--- src/crc_sqrt.sv ---
// pipelined integer square root, one result bit per stage
`timescale 1ns / 1ps
module crc_sqrt #(
   parameter int OUT_BITS = 33,
   parameter int PAY_BITS = 8
) (
   input  logic                  clock,
   input  logic                  reset,
   input  logic                  in_valid,
   input  logic [2*OUT_BITS-1:0] in_value,
   input  logic [PAY_BITS-1:0]   in_pay,
   output logic                  out_valid,
   output logic [OUT_BITS-1:0]   out_root,
   output logic [PAY_BITS-1:0]   out_pay
);

   localparam int IB = 2 * OUT_BITS;
   localparam int RB = OUT_BITS + 3;

   logic                valid_ff [0:OUT_BITS];
   logic [IB-1:0]       num_ff   [0:OUT_BITS];
   logic [RB-1:0]       rem_ff   [0:OUT_BITS];
   logic [OUT_BITS-1:0] root_ff  [0:OUT_BITS];
   logic [PAY_BITS-1:0] pay_ff   [0:OUT_BITS];

   // stage zero is the input
   always_comb begin
      valid_ff[0] = in_valid;
      num_ff[0]   = in_value;
      rem_ff[0]   = '0;
      root_ff[0]  = '0;
      pay_ff[0]   = in_pay;
   end

   for (genvar k = 0; k < OUT_BITS; k++) begin : g_stage
      logic [RB-1:0]       rem_sh, trial, rem_in;
      logic [OUT_BITS-1:0] root_in;
      logic                take;

      // bring down two bits, try root*4+1
      always_comb begin
         rem_sh  = {rem_ff[k][RB-3:0], num_ff[k][IB-1:IB-2]};
         trial   = {1'b0, root_ff[k], 2'b01};
         take    = rem_sh >= trial;
         rem_in  = take ? rem_sh - trial : rem_sh;
         root_in = {root_ff[k][OUT_BITS-2:0], take};
      end

      always_ff @(posedge clock) begin
         if (reset) valid_ff[k+1] <= 1'b0;
         else       valid_ff[k+1] <= valid_ff[k];
         num_ff[k+1]  <= {num_ff[k][IB-3:0], 2'b00};
         rem_ff[k+1]  <= rem_in;
         root_ff[k+1] <= root_in;
         pay_ff[k+1]  <= pay_ff[k];
      end
   end

   assign out_valid = valid_ff[OUT_BITS];
   assign out_root  = root_ff[OUT_BITS];
   assign out_pay   = pay_ff[OUT_BITS];

   // remainder never exceeds twice the root
   a_rem_bound: assert property (@(posedge clock) disable iff (reset)
      out_valid |-> rem_ff[OUT_BITS] <= {1'b0, root_ff[OUT_BITS], 1'b0})
      else $error("sqrt remainder above twice the root");

endmodule

--- config.mk ---
export PLATFORM = sky130hd
export DESIGN_NAME = crc_sqrt
export DESIGN_NICKNAME = d
export VERILOG_FILES = /design/src/crc_sqrt.sv
export SDC_FILE = /design/constraint.sdc
export NUM_CORES = 2
export LEC_CHECK = 0
export BUFFER_PORTS_ARGS = -buffer_cell sky130_fd_sc_hd__buf_2
export CORE_MARGIN = 3
export CORE_UTILIZATION = 35
export DETAILED_ROUTE_END_ITERATION = 8
export PLACE_DENSITY_LB_ADDON = 0.25
export SYNTH_ARGS = -nofsm -noshare
export SYNTH_HDL_FRONTEND = slang
export SYNTH_SLANG_ARGS = --single-unit
--- constraint.sdc ---
create_clock -name clock -period 7.5 [get_ports clock]
set_input_delay 1.5 -clock clock [delete_from_list [all_inputs] [get_ports clock]]
set_output_delay 1.5 -clock clock [all_outputs]
set_load 0.01 [all_outputs]
Yosys cells after proc, flatten, opt, wreduce, memory -nomap -nowiden:

Cells that the tools add are included.
Widths: inputs -> output; s select.

* muxes and demuxes: 32
* add/subtract/negate cells: 32
* $lt $le $gt $ge: 33

Operator list (number)
* $mux 34: 31
* $ge 36x10->1: 1
* $ge 36x11->1: 1
* $ge 36x12->1: 1
* $ge 36x13->1: 1
* $ge 36x14->1: 1
* $ge 36x15->1: 1
* $ge 36x16->1: 1
* $ge 36x17->1: 1
* $ge 36x18->1: 1
* $ge 36x19->1: 1
* $ge 36x20->1: 1
* $ge 36x21->1: 1
* $ge 36x22->1: 1
* $ge 36x23->1: 1
* $ge 36x24->1: 1
* $ge 36x25->1: 1
* $ge 36x26->1: 1
* $ge 36x27->1: 1
* $ge 36x28->1: 1
* $ge 36x29->1: 1
* $ge 36x3->1: 1
* $ge 36x30->1: 1
* $ge 36x31->1: 1
* other kinds (43): 43

* input bits: 77
* register bits after elaboration: 2971
* logic and storage cells: 261

Longest topological paths before layout:

* word-level depth: 2
* depth in mapped cells: 15
* mapped depth without buffers: 13

Worst setup path after synthesis:

Ideal clock, no wire load.

* path type: register to register
* start point: reg root_ff (netlist bit g_stage[22].root_in[1])
* end point: reg rem_ff (netlist bit g_stage[23].rem_sh[31])
* cell stages (with the launch flop): 14
* data arrival time: 3.021 ns
* setup slack: 4.345 ns
* library setup time: 0.134 ns
* path buffers: 1
* period minus slack after synthesis: 3.155 ns
* required time: 7.366 ns
* cells stage by stage: dfxtp_1 > inv_1 > ha_1 > nor2b_1 > o21ai_0 > a21oi_1 > o41ai_1 > a21oi_1 > a21o_1 > or4_1 > clkbuf_1 > o21ai_0 > nor4_1 > xor2_1

* longest elaborated chain between the ends: 2
* elaborated cells between the ends (all ways): 3
* those cells by class: add/sub: 1; order compare: 1; mux: 1

RTL lines
* from (decl): RTL line 23 `logic [OUT_BITS-1:0] root_ff [0:OUT_BITS];`
* from (signal, indexed assignment): RTL line 54 `root_ff[k+1] <= root_in;`
* $sub 34x24->34 or $ge 36x24->1 (tied branches): RTL line 45, 44
* $mux 34 *: RTL line 45 `rem_in = take ? rem_sh - trial : rem_sh;`
* named net g_stage[22].rem_in[29]: RTL line 36 `logic [RB-1:0] rem_sh, trial, rem_in;`
* to (signal, indexed assignment): RTL line 53 `rem_ff[k+1] <= rem_in;`
* to (decl): RTL line 22 `logic [RB-1:0] rem_ff [0:OUT_BITS];`

Mark *: on every way through the listed nets, which the timed path passes. The rest lies on a longest branch.
A chain may end at the register's enable or synchronous reset.

Worst setup path in the final report:

* start point: reg root_ff (netlist bit g_stage[31].root_in[1])
* end point: reg rem_ff (netlist bit g_stage[32].rem_sh[12])

* longest elaborated chain between the ends: 2
* elaborated cells between the ends (all ways): 3
* those cells by class: add/sub: 1; order compare: 1; mux: 1

RTL lines (RTL line)
* $sub 34x33->34 or $ge 36x33->1 (tied branches): 45, 44
* $mux 34 *: 45
* named net g_stage[31].rem_in[10]: 36

Marks and branches as above.

==> metrics.yaml <==
status: "finished clean"
startpoint_type: "register"
gp_congestion: 0.873
max_freq_ghz: 0.227
synth_largest_area_cell: "dfxtp_1"
dp_hpwl_um: 160000
syn_to_final_growth_pct: 15.4
io-pin-count: 119
grt_util_all_layers_pct: 13.8
drtIter0Drc: 3598
fin_crit_ns: 4.41
grt-ovfl-total: 0
cts_tree: "done"
synth_cell_types: 90
synthCells: 9870
drt-vias-per-instance: 4.69
wl_um: 213000
fin_worst_skew_ns: 0.0593
yosys-top-cells-count: "2951 x dfxtp_1, 775 x inv_1, 722 x nand2_1"
maxSlewViolCount: 0
synth_most_common_cell: "dfxtp_1"
setup-violations-final: 0
antenna_found_initial: 3
power_density_nw_per_um2: 350
cts_setup_buffers: 0
timing.rr.start: "g_stage[31].root_in[1]$_DFF_P_"
cp.required_ns: 8.24
critPathMaxFanout: 64
yosysWarnings: 0
syn_avg_cell_area_um2: 10.4
hold_path.startpoint: "pay_ff[240]$_DFF_P_"
cts_buffers: 312
die_x_um: 548
grt_pass1_vias: 66700
synth_top_flop_cell: "dfxtp_1"
end_kind: "register"
cts_root_buf: "clkbuf_16"
path_clk_slew_ns: 0.06
cp.arrival_ns: 5.15
synth_nets: 10500
fp.dieH_um: 548
synth_top_area_share_pct: 57.5
fin_util_pct: 40.7
first_pass_iters: 6
ys_seq_area_share_pct: 57.5
rsz0062_at_grt: "no"
start_util_pct: 35.2
via_count: 66900
place.port_buffers: 118
synthArstFlopShare_pct: 0
wl_per_cell_um: 14.9
syn_area_um2: 103000
drive_gt1_share_pct: 7.56
ant_nets: 0
slew_headroom_pct: 15.8
r2r_slack_ns: 3.09
clk_latency_ns: 0.88
tns_ns: 0
synth_seq_cells: 2951
final_nets: 10800
grt_pass1_wl_um: 344000
rows: 198
final-hold-violation-count: 0
fin_crit_sh_pct: 58.7
hp-class: "reg2reg"
cts_buffer_depth: 4
die_area_um2: 300000
max-vdd-ir-drop_mv: 0.198
synth_area_leaders: "dfxtp_1 57%, ha_1 7.3%, xnor2_1 3.8%"
crit_start: "g_stage[31].root_in[1]$_DFF_P_"
tightest_slew_ns: 1.23
drcViolationCount: 0
ctsHoldBuffers: 0
postCtsResizedCells: 0
synth_edf_count: 0
clock-sinks: 2951
cap_violations: 0
coreArea_um2: 292000
power.leakage_nw: 54.7
critPathKind: "reg2reg"
htreeDepth: 5
grt_start_max_net_pins: 66
finalPower_w: 0.0415
-- routing by layer --
metal / share of wire [%] / vias up / wire (um) / GRT usage (%)
met5: 0 / - / 0 / 0
met1: 45 / 31100 / 94900 / 17.3
met2: 48 / 1271 / 102000 / 24.0
li1: - / 34100 / - / -
met3: 4.5 / 413 / 9570 / 2.33
met4: 3.1 / 0 / 6640 / 4.57
-- state kept, by name, indices dropped and copies added, names as in the netlist --
name / flops
pay_ff: 256
g_stage.root_in: 528
out_valid: 1
out_root: 33
out_pay: 8
num_ff: 992
valid_ff: 32
g_stage.rem_sh: 1101
-- metrics by stage --
stage                     setup WS, ns  hold WS [ns]  cell area (um^2)  instances
final                             3.09         0.291            119000      14300
after global routing              2.71         0.303            119000      14300
after CTS                         2.99         0.297            119000      14300
after detailed placement          3.02         0.312            108000      13700
after global placement            3.09         0.309            108000      13700
after floorplan                   4.35         0.310            103000       9870
-- layout make-up --
class | count | area (um^2)
Multi-Input combinational cell | 5961 | 40100
Sequential cell | 2951 | 59100
Tap cell | 3900 | 4880
Antenna cell | 1 | 2.50
Timing Repair Buffer | 141 | 763
Fill cell | 28100 | 173000
Clock buffer | 439 | 9110
Clock inverter | 111 | 1670
Inverter | 778 | 2920
-- worst paths after layout --
check | to | cells after the start
worst max register to register | g_stage[32].rem_sh[12]$_DFF_P_ | 11
worst max-delay path | g_stage[32].rem_sh[12]$_DFF_P_ | 11
worst min-delay path | pay_ff[232]$_DFF_P_ | 0
worst min register to register | pay_ff[232]$_DFF_P_ | 0
-- power by group --
part	total [W]	switching (W)	internal, W
sequential	0.0198	0.00174	0.0181
clock	0.0157	0.00610	0.00964
combinational	0.00594	0.00330	0.00264
-- critical path, cell delays in order (launching register included) --
cell,delay [ns]
dfxtp_1,0.32
inv_1,0.04
ha_1,0.33
nor2b_1,0.16
o31ai_1,0.36
a21oi_1,0.19
or2_1,0.29
a21o_1,0.19
a21oi_1,0.23
nor4b_1,0.67
o311a_2,1.04
mux2_2,0.42
-- kinds of logic after synthesis --
logic type	Yosys count	share of synthesized area (%)
flops	2951	57.5
simple gates	2496	12.0
compound gates	1929	11.6
buf+inv	958	3.55
xor+xnor	867	7.39
fa+ha+maj	596	7.26
mux	72	0.771
other cells	1	0.00365
-- placed cells by master (no fill, tap or decap), types with 118 or more instances in the layout --
cell type and n:
xnor2_1 440, dfxtp_1 2951, nand2_1 722, nand3_1 155, nor2_1 524, nor2b_1 118, ha_1 596, nand2b_1 131
inv_1 775, a21oi_1 557, buf_2 118, nor4_1 126, clkbuf_16 321, nor3_1 246, a21o_1 245, xor2_1 427
o21ai_0 558
Power figures use the tool's default switching activity.
