### config.mk
export PLATFORM = sky130hd
export DESIGN_NAME = crc_csr
export DESIGN_NICKNAME = d
export VERILOG_FILES = /design/src/crc_pkg.sv /design/src/crc_csr.sv
export SDC_FILE = /design/constraint.sdc
export NUM_CORES = 1
export LEC_CHECK = 0
export CORE_MARGIN = 4
export CORE_UTILIZATION = 56
export DETAILED_ROUTE_END_ITERATION = 7
export DONT_BUFFER_PORTS = 1
export PLACE_DENSITY_LB_ADDON = 0.15
export SLEW_MARGIN = 20
export SYNTH_ARGS = -nofsm -noshare
export SYNTH_HDL_FRONTEND = slang
export SYNTH_SLANG_ARGS = --single-unit
### constraint.sdc
create_clock -name clock -period 1.8 [get_ports clock]
set_clock_uncertainty 0.2 [all_clocks]
set_input_delay 0.45 -clock clock [delete_from_list [all_inputs] [get_ports clock]]
set_output_delay 0.45 -clock clock [all_outputs]
set_load 0.02 [all_outputs]
### src/crc_pkg.sv
// shared register map and configuration port constants for the collision resolver
`timescale 1ns / 1ps
package crc_pkg;

   // configuration port address width
   localparam int CSR_ADDR_BITS = 8;

   // register indexes
   localparam logic [CSR_ADDR_BITS-1:0] REG_MIN_X  = 8'd0;
   localparam logic [CSR_ADDR_BITS-1:0] REG_MIN_Y  = 8'd1;
   localparam logic [CSR_ADDR_BITS-1:0] REG_WIDTH  = 8'd2;
   localparam logic [CSR_ADDR_BITS-1:0] REG_HEIGHT = 8'd3;

endpackage

### src/crc_csr.sv
// rectangle configuration registers
`timescale 1ns / 1ps
module crc_csr import crc_pkg::*; #(
   parameter int COORD_BITS = 32
) (
   input  logic                         clock,
   input  logic                         reset,
   input  logic                         csr_valid,
   output logic                         csr_ready,
   input  logic [CSR_ADDR_BITS-1:0]     csr_addr,
   input  logic [COORD_BITS-1:0]        csr_wdata,
   output logic signed [COORD_BITS-1:0] rect_min_x,
   output logic signed [COORD_BITS-1:0] rect_min_y,
   output logic [COORD_BITS-2:0]        rect_width,
   output logic [COORD_BITS-2:0]        rect_height
);

   logic signed [COORD_BITS-1:0] min_x_ff, min_y_ff;
   logic [COORD_BITS-2:0]        width_ff, height_ff;
   logic                         wr;

   assign csr_ready = 1'b1;
   assign wr        = csr_valid && csr_ready;

   // register writes, unknown indexes dropped
   always_ff @(posedge clock) begin
      if (reset) begin
         min_x_ff  <= '0;
         min_y_ff  <= '0;
         width_ff  <= '0;
         height_ff <= '0;
      end else if (wr) begin
         case (csr_addr)
            REG_MIN_X:  min_x_ff  <= csr_wdata;
            REG_MIN_Y:  min_y_ff  <= csr_wdata;
            REG_WIDTH:  width_ff  <= csr_wdata[COORD_BITS-2:0];
            REG_HEIGHT: height_ff <= csr_wdata[COORD_BITS-2:0];
            default: ;
         endcase
      end
   end

   assign rect_min_x  = min_x_ff;
   assign rect_min_y  = min_y_ff;
   assign rect_width  = width_ff;
   assign rect_height = height_ff;

endmodule

== After elaboration in Yosys (flattened, before gate mapping) ==
Index checks and enable logic that the tools add are counted.

* Register bits: 126
* Input bits: 43
* Output and inout bits: 127
* Word-level logic and storage cells: 12

* Equality and inequality tests: 3
* Reductions and logical operators: 5

{| class="wikitable"
|+ Operators by type and width
! kind !! count
|-
| equality test 8 x 2 -> 1 bit, second input constant || 2
|-
| equality test 8 x 1 -> 1 bit, second input constant || 1
|-
| zero test 8 bit || 1
|-
| AND reduction 2 bit || 4
|}

== Depth between registers and ports, before layout ==
Gate-level depths: netlist of run 1.

* Depth in word-level cells: 2
* Gate-level depth with buffers: 5
* Depth with buffers taken out: 3

== Worst setup path after synthesis of run 1 ==
OpenSTA, ideal clock, no wires.

* Path kind: input-to-reg
* Start: input port csr_addr[5]
* End: register min_x_ff[0] (netlist: rect_min_x[0])
* Setup time: 72 ps
* Arrival: 1501 ps
* Data required time: 1528 ps
* Path slack: 28 ps
* Stages on the path: 5
* Path buffers: 2
* Path through: nor3_1 > and4bb_2 > buf_4 > buf_6 > mux2i_1

* Cells in the longest elaborated chain, start to end: 2

{| class="wikitable"
|+ Ends and longest elaborated chain
! what !! RTL line !! RTL
|-
| from (decl) || crc_csr.sv:10 || <nowiki>input logic [CSR_ADDR_BITS-1:0] csr_addr,</nowiki>
|-
| zero test 8 bit || crc_csr.sv:33 || <nowiki>case (csr_addr)</nowiki>
|-
| AND reduction 2 bit (no line) || n/a ||
|-
| to (signal assigned) || crc_csr.sv:34 || <nowiki>REG_MIN_X: min_x_ff <= csr_wdata;</nowiki>
|-
| to (decl) || crc_csr.sv:18 || <nowiki>logic signed [COORD_BITS-1:0] min_x_ff, min_y_ff;</nowiki>
|}

No other way between the ends.
A chain may end at the register's enable or synchronous reset.

== Final worst setup path of run 1 ==
* Start: register width_ff[0] (netlist: rect_width[0])
* End: output port rect_width[0]

{| class="wikitable"
|+ RTL lines
! what !! RTL line !! RTL
|-
| from (decl) || crc_csr.sv:19 || <nowiki>logic [COORD_BITS-2:0] width_ff, height_ff;</nowiki>
|-
| from (signal assigned) || crc_csr.sv:36 || <nowiki>REG_WIDTH: width_ff <= csr_wdata[COORD_BITS-2:0];</nowiki>
|-
| to (decl) || crc_csr.sv:14 || <nowiki>output logic [COORD_BITS-2:0] rect_width,</nowiki>
|}

No word-level cell between the ends.

==> results of run 1 <==
layout make-up:
class	count	area [um^2]	area share, %
clock inverter	13	213	3.35
sequential	126	2520	39.8
tap	108	135	2.13
timing repair buffer	67	718	11.3
clock buffer	19	432	6.80
multi-input combinational	291	2320	36.6
power by group:
| group | total (mW) | switching (mW) | internal, mW |
|---|---|---|---|
| combinational | 0.197 | 0.0838 | 0.113 |
| sequential | 2.80 | 0.00697 | 2.79 |
| clock | 3.66 | 1.23 | 2.43 |
cells by family after synthesis:
kind of cell / after synthesis / synth area share, %
buffers and inverters: 31 / 3.15
other: 1 / 0.0749
multiplexers: 126 / 25.2
AND/OR/NAND/NOR: 164 / 21.2
flip-flops: 126 / 50.4
flip-flops by register name, summed over array words and instances, names as in the netlist:
signal / count
rect_height: 31
rect_min_x: 32
rect_width: 31
rect_min_y: 32
stage by stage:
step | total power, mW | cells | cell area, um^2 | utilization [%]
floorplan | 3.00 | 448 | 5000 | -
global placement | 2.99 | 533 | 5090 | 58.4
detailed placement | 2.99 | 533 | 5090 | 58.4
CTS | 6.72 | 624 | 6340 | 72.8
global route | 6.88 | 624 | 6340 | 72.8
finish | 6.66 | 624 | 6340 | 72.8
worst min path at each step:
stage / start / end / depth (start not counted) / slack (ns)
after global placement: rect_min_x[14] / rect_min_x[14] / 2 / 0.36
after CTS: csr_wdata[11] / rect_width[11] / 2 / 0.003
after detailed placement: rect_min_x[14] / rect_min_x[14] / 2 / 0.36
after global routing: csr_wdata[11] / rect_height[11] / 2 / 0.02
final: csr_wdata[2] / rect_height[2] / 2 / 0.03
after floorplan: rect_min_x[0] / rect_min_x[0] / 2 / 0.35
layer usage:
layer  track usage [%]  up-vias  share of wire, %
li1                  -     1589                 -
met1              26.0     1598                39
met2              38.3      106                50
met3              9.81        6                10
met4              9.08        0              0.77
met5                 0        -                 0
cell usage in the layout (no fill, tap or decap), types with 2 or more instances in the layout:
master	Yosys	routed
nand2b_1	158	158
mux2i_1	126	126
dfxtp_1	126	126
dlygate4sd3_1	0	58
clkbuf_16	0	16
bufinv_16	0	5
buf_12	0	4
buf_4	2	4
clkinv_4	0	3
clkinvlp_4	0	3
clkbuf_8	0	2
==> impl_metrics.csv, run 1 <==
group,metric,value,unit
critical_path,crit_path_start,"rect_width[0]",
placed_design,numPortBuffers,0,
timing,timing.final.crit_share,91.1,%
timing,slew_viol_final,0,
timing,hold_ws,0.0312,ns
die,rows,34,
pwr,cellLeakagePower,2.79,nW
logic_synthesis,yosysMostFrequentCell,"nand2b_1",
detailed_routing,via_per_inst,5.29,
detailed_routing,route.detailed.drc,0,
logic_synthesis,ys_warn_count,0,
logic_synthesis,synth_area_per_cell,11.2,um^2
detailed_routing,detail_route.first_pass.iterations,4,
detailed_routing,wire_per_inst,18.9,um
die,die_area,10500,um^2
cts,h-tree-depth,4,
critical_path,cp_max_fo,2,
cts,insertion_delay,0.49,ns
critical_path,required,1.15,ns
logic_synthesis,synthTopCellsByCount,"nand2b_1 (158), dfxtp_1 (126), mux2i_1 (126)",
critical_path,rrSetupSlack,0.23,ns
detailed_routing,drt_wl_total,11800,um
run_status,status,"complete, no violations",
die,die_x,103,um
finish,diodes,0,
placed_design,dp_hpwl,7060,um
grt,grt_pass1_vias,3476,
cts,post-cts-setup-buffers,0,
logic_synthesis,synth_edf_count,0,
timing,setup_viol,0,
finish,layout-drive-gt1-share,8.33,%
timing,fin_crit,1.64,ns
critical_path,path_class,"reg2out",
critical_path,crit_path_end_kind,"primary output",
worst_hold_path,hold_path_class,"in2reg",
detailed_routing,drtIter0Drc,79,
grt,grt_start_max_net_pins,91,
logic_synthesis,seq_area_frac_synth,50.4,%
grt,grt.overflow.total,0,
timing,setup_slack,0.161,ns
die,start_util,57.4,%
pwr,powerDensity,1050,nW/um^2
critical_path,worst-path-stages,0,
cts,root_buffer,"clkbuf_8",
job,maxCapViolCount,0,
cts,ctsHoldBuffers,59,
timing,hold_violations,0,
grt,grt_pass1_wl,18300,um
logic_synthesis,synth_top_cell_by_area,"dfxtp_1",
die,io_pins,170,
die,die_h,103,um
critical_path,reg2reg_to,"rect_width[8]",
timing,fmax,0.610,GHz
timing,grt_setup_unrepaired,"false",
logic_synthesis,synth_top_area_share,50.4,%
logic_synthesis,syn-cell-area,5000,um^2
cts,cts-resized-gates,0,
logic_synthesis,synth.distinct_cells,14,
grt,grt_antenna_before_repair,0,
logic_synthesis,synthFlopType,"dfxtp_1",
die,core_area,8720,um^2
detailed_routing,vias,3299,
critical_path,rr_worst_depth,3,
logic_synthesis,postSynthCellCount,448,
pwr,ir_drop,587,uV
placed_design,gp_congestion,0.739,
critical_path,cp_data_arrival_time,0.99,ns
cts,clkTransAtPathRegs,0.06,ns
logic_synthesis,async_reset_ff_share,0,%
cts,clock_sinks,126,
cts,cts_buffers,17,
logic_synthesis,syn-num-nets,491,
logic_synthesis,ys_ff_latch,126,
placed_design,place_ws,-0.0280,ns
critical_path,start_kind,"flop",
grt,grt_usage,23.0,%
finish,nFillCells,623,
cts,cts.path.max_buffers,2,
logic_synthesis,synth_area_leaders,"dfxtp_1 (50%), mux2i_1 (25%), nand2b_1 (20%)",
cts,cts_tree,"built",
detailed_routing,ant_nets,0,
timing,setup-tns-final,0,ns
critical_path,r2r-start,"rect_width[8]",
critical_path,setup.worst_path.end,"rect_width[0]",
finish,area_growth_syn_to_layout,26.8,%
finish,nNetsFinal,546,
Power figures use the tool's default switching activity.
==> inputs of run 2 (changes only) <==
RECOVER_POWER = 25   (was default)
==> run 2 against run 1 <==
  * Count of clock-buffer cells in the layout is the same
  * First-iteration DRC count shrank 2.5%
  * Utilization is 0.49 points lower
  * Maximum frequency about the same
  * Register-to-register slack about the same
  * Non-clock buffer count is the same
  * Sequential power barely moved
  * Sequential share of layout area is 0.27 points higher
  * Routed wire length down 0.10%
  * Combinational power is essentially flat
  * Hold slack lost 0.0047 ns
==> impl_metrics.csv, run 2 (synthesized netlist as in run 1, its figures left out) <==
group,metric,value,unit
critical_path,cp_data_arrival_time,0.99,ns
placed_design,place_ws,-0.0280,ns
timing,hold_violations,0,
cts,cts_tree,"built",
finish,nFillCells,626,
placed_design,dp_hpwl,7060,um
finish,nNetsFinal,546,
finish,diodes,0,
cts,root_buffer,"clkbuf_8",
grt,grt_antenna_before_repair,0,
die,die_x,103,um
critical_path,required,1.15,ns
detailed_routing,wire_per_inst,18.9,um
grt,grt.overflow.total,0,
timing,worst_pin_slew,0.626,ns
critical_path,crit_path_start,"rect_width[0]",
detailed_routing,route.detailed.drc,0,
run_status,status,"complete, no violations",
die,die_h,103,um
pwr,cellLeakagePower,2.77,nW
finish,layout-drive-gt1-share,7.95,%
pwr,powerDensity,1060,nW/um^2
timing,fmax,0.609,GHz
worst_hold_path,worstHoldStart,"csr_wdata[26]",
timing,timing.final.crit_share,91.2,%
job,maxCapViolCount,0,
grt,grt_pass1_wl,18300,um
cts,cts.path.max_buffers,2,
detailed_routing,drtIter0Drc,77,
pwr,ir_drop,586,uV
timing,setup_viol,0,
die,start_util,57.4,%
die,io_pins,170,
placed_design,numPortBuffers,0,
finish,area_growth_syn_to_layout,25.9,%
detailed_routing,drt_wl_total,11800,um
cts,clkTransAtPathRegs,0.06,ns
finish,register_area,2520,um^2
critical_path,path_class,"reg2out",
grt,grt_pass1_vias,3476,
detailed_routing,via_per_inst,5.31,
die,die_area,10500,um^2
finish,layout_common_cells,"nand2b_1 (158), mux2i_1 (126), dfxtp_1 (126)",
timing,setup_slack,0.159,ns
die,core_area,8720,um^2
timing,grt_setup_unrepaired,"false",
placed_design,gp_congestion,0.739,
finish,multiInputGateArea,2320,um^2
timing,hold_ws,0.0265,ns
critical_path,r2r-start,"rect_width[8]",
critical_path,start_kind,"flop",
worst_hold_path,hold_path_class,"in2reg",
detailed_routing,vias,3315,
timing,slew_headroom,58.3,%
cts,h-tree-depth,4,
critical_path,cp_max_fo,2,
cts,cts_buffers,17,
grt,grt_usage,23.0,%
die,rows,34,
timing,slew_viol_final,0,
timing,fin_crit,1.64,ns
cts,insertion_delay,0.49,ns
grt,grt_start_max_net_pins,91,
finish,layout_commonest_cell,"nand2b_1",
cts,clock_sinks,126,
detailed_routing,detail_route.first_pass.iterations,4,
critical_path,crit_path_end_kind,"primary output",
detailed_routing,ant_nets,0,
run 2: changes by cell type in the layout (fill, tap and decap cells not counted), sizes merged:
cell    before  now
buf          9    3
clkbuf      19   25
run 2: final cells by class:
class | instances | area share (%)
Sequential cell | 126 | 40.0
Multi-Input combinational cell | 291 | 36.7
Clock inverter | 13 | 3.38
Tap cell | 108 | 2.14
Timing Repair Buffer | 67 | 10.9
Clock buffer | 19 | 6.85
run 2: power breakdown:
group          internal, mW  leakage [nW]  switching, mW
Sequential             2.79          1.01        0.00698
Clock                  2.43         0.305           1.23
Combinational         0.111          1.45         0.0832
run 2: metal layers:
layer | wire (um) | GRT usage (%) | vias to the layer above
li1 | - | - | 1594
met1 | 4620 | 26.0 | 1599
met2 | 5860 | 38.3 | 111
met3 | 1200 | 9.81 | 11
met4 | 123 | 9.08 | 0
met5 | 0 | 0 | -
run 2: timing repair:
| action | 4_1_cts | 5_1_grt |
|---|---|---|
| hold buffers | 59 | 0 |
| setup buffers | 0 | 0 |
| endpoints found under the hold margin | 126 | 0 |
| resized for setup | 0 | 0 |
run 2: worst paths after layout:
check                    end  slack, ns  depth (start not counted)
max            rect_width[0]       0.16                          0
max reg2reg    rect_width[8]       0.23                          3
min          rect_height[26]       0.03                          2
min reg2reg   rect_min_x[14]       0.37                          2
run 2: per-stage QoR:
stage	instances	cell area (um^2)	TNS (ns)	utilization [%]	total power, mW
after floorplan	448	5000	0	-	3.00
after global placement	533	5090	0	58.4	2.99
after detailed placement	533	5090	-0.253	58.4	2.99
after CTS	624	6340	0	72.8	6.72
after global routing	624	6300	0	72.3	6.88
final	624	6300	0	72.3	6.66
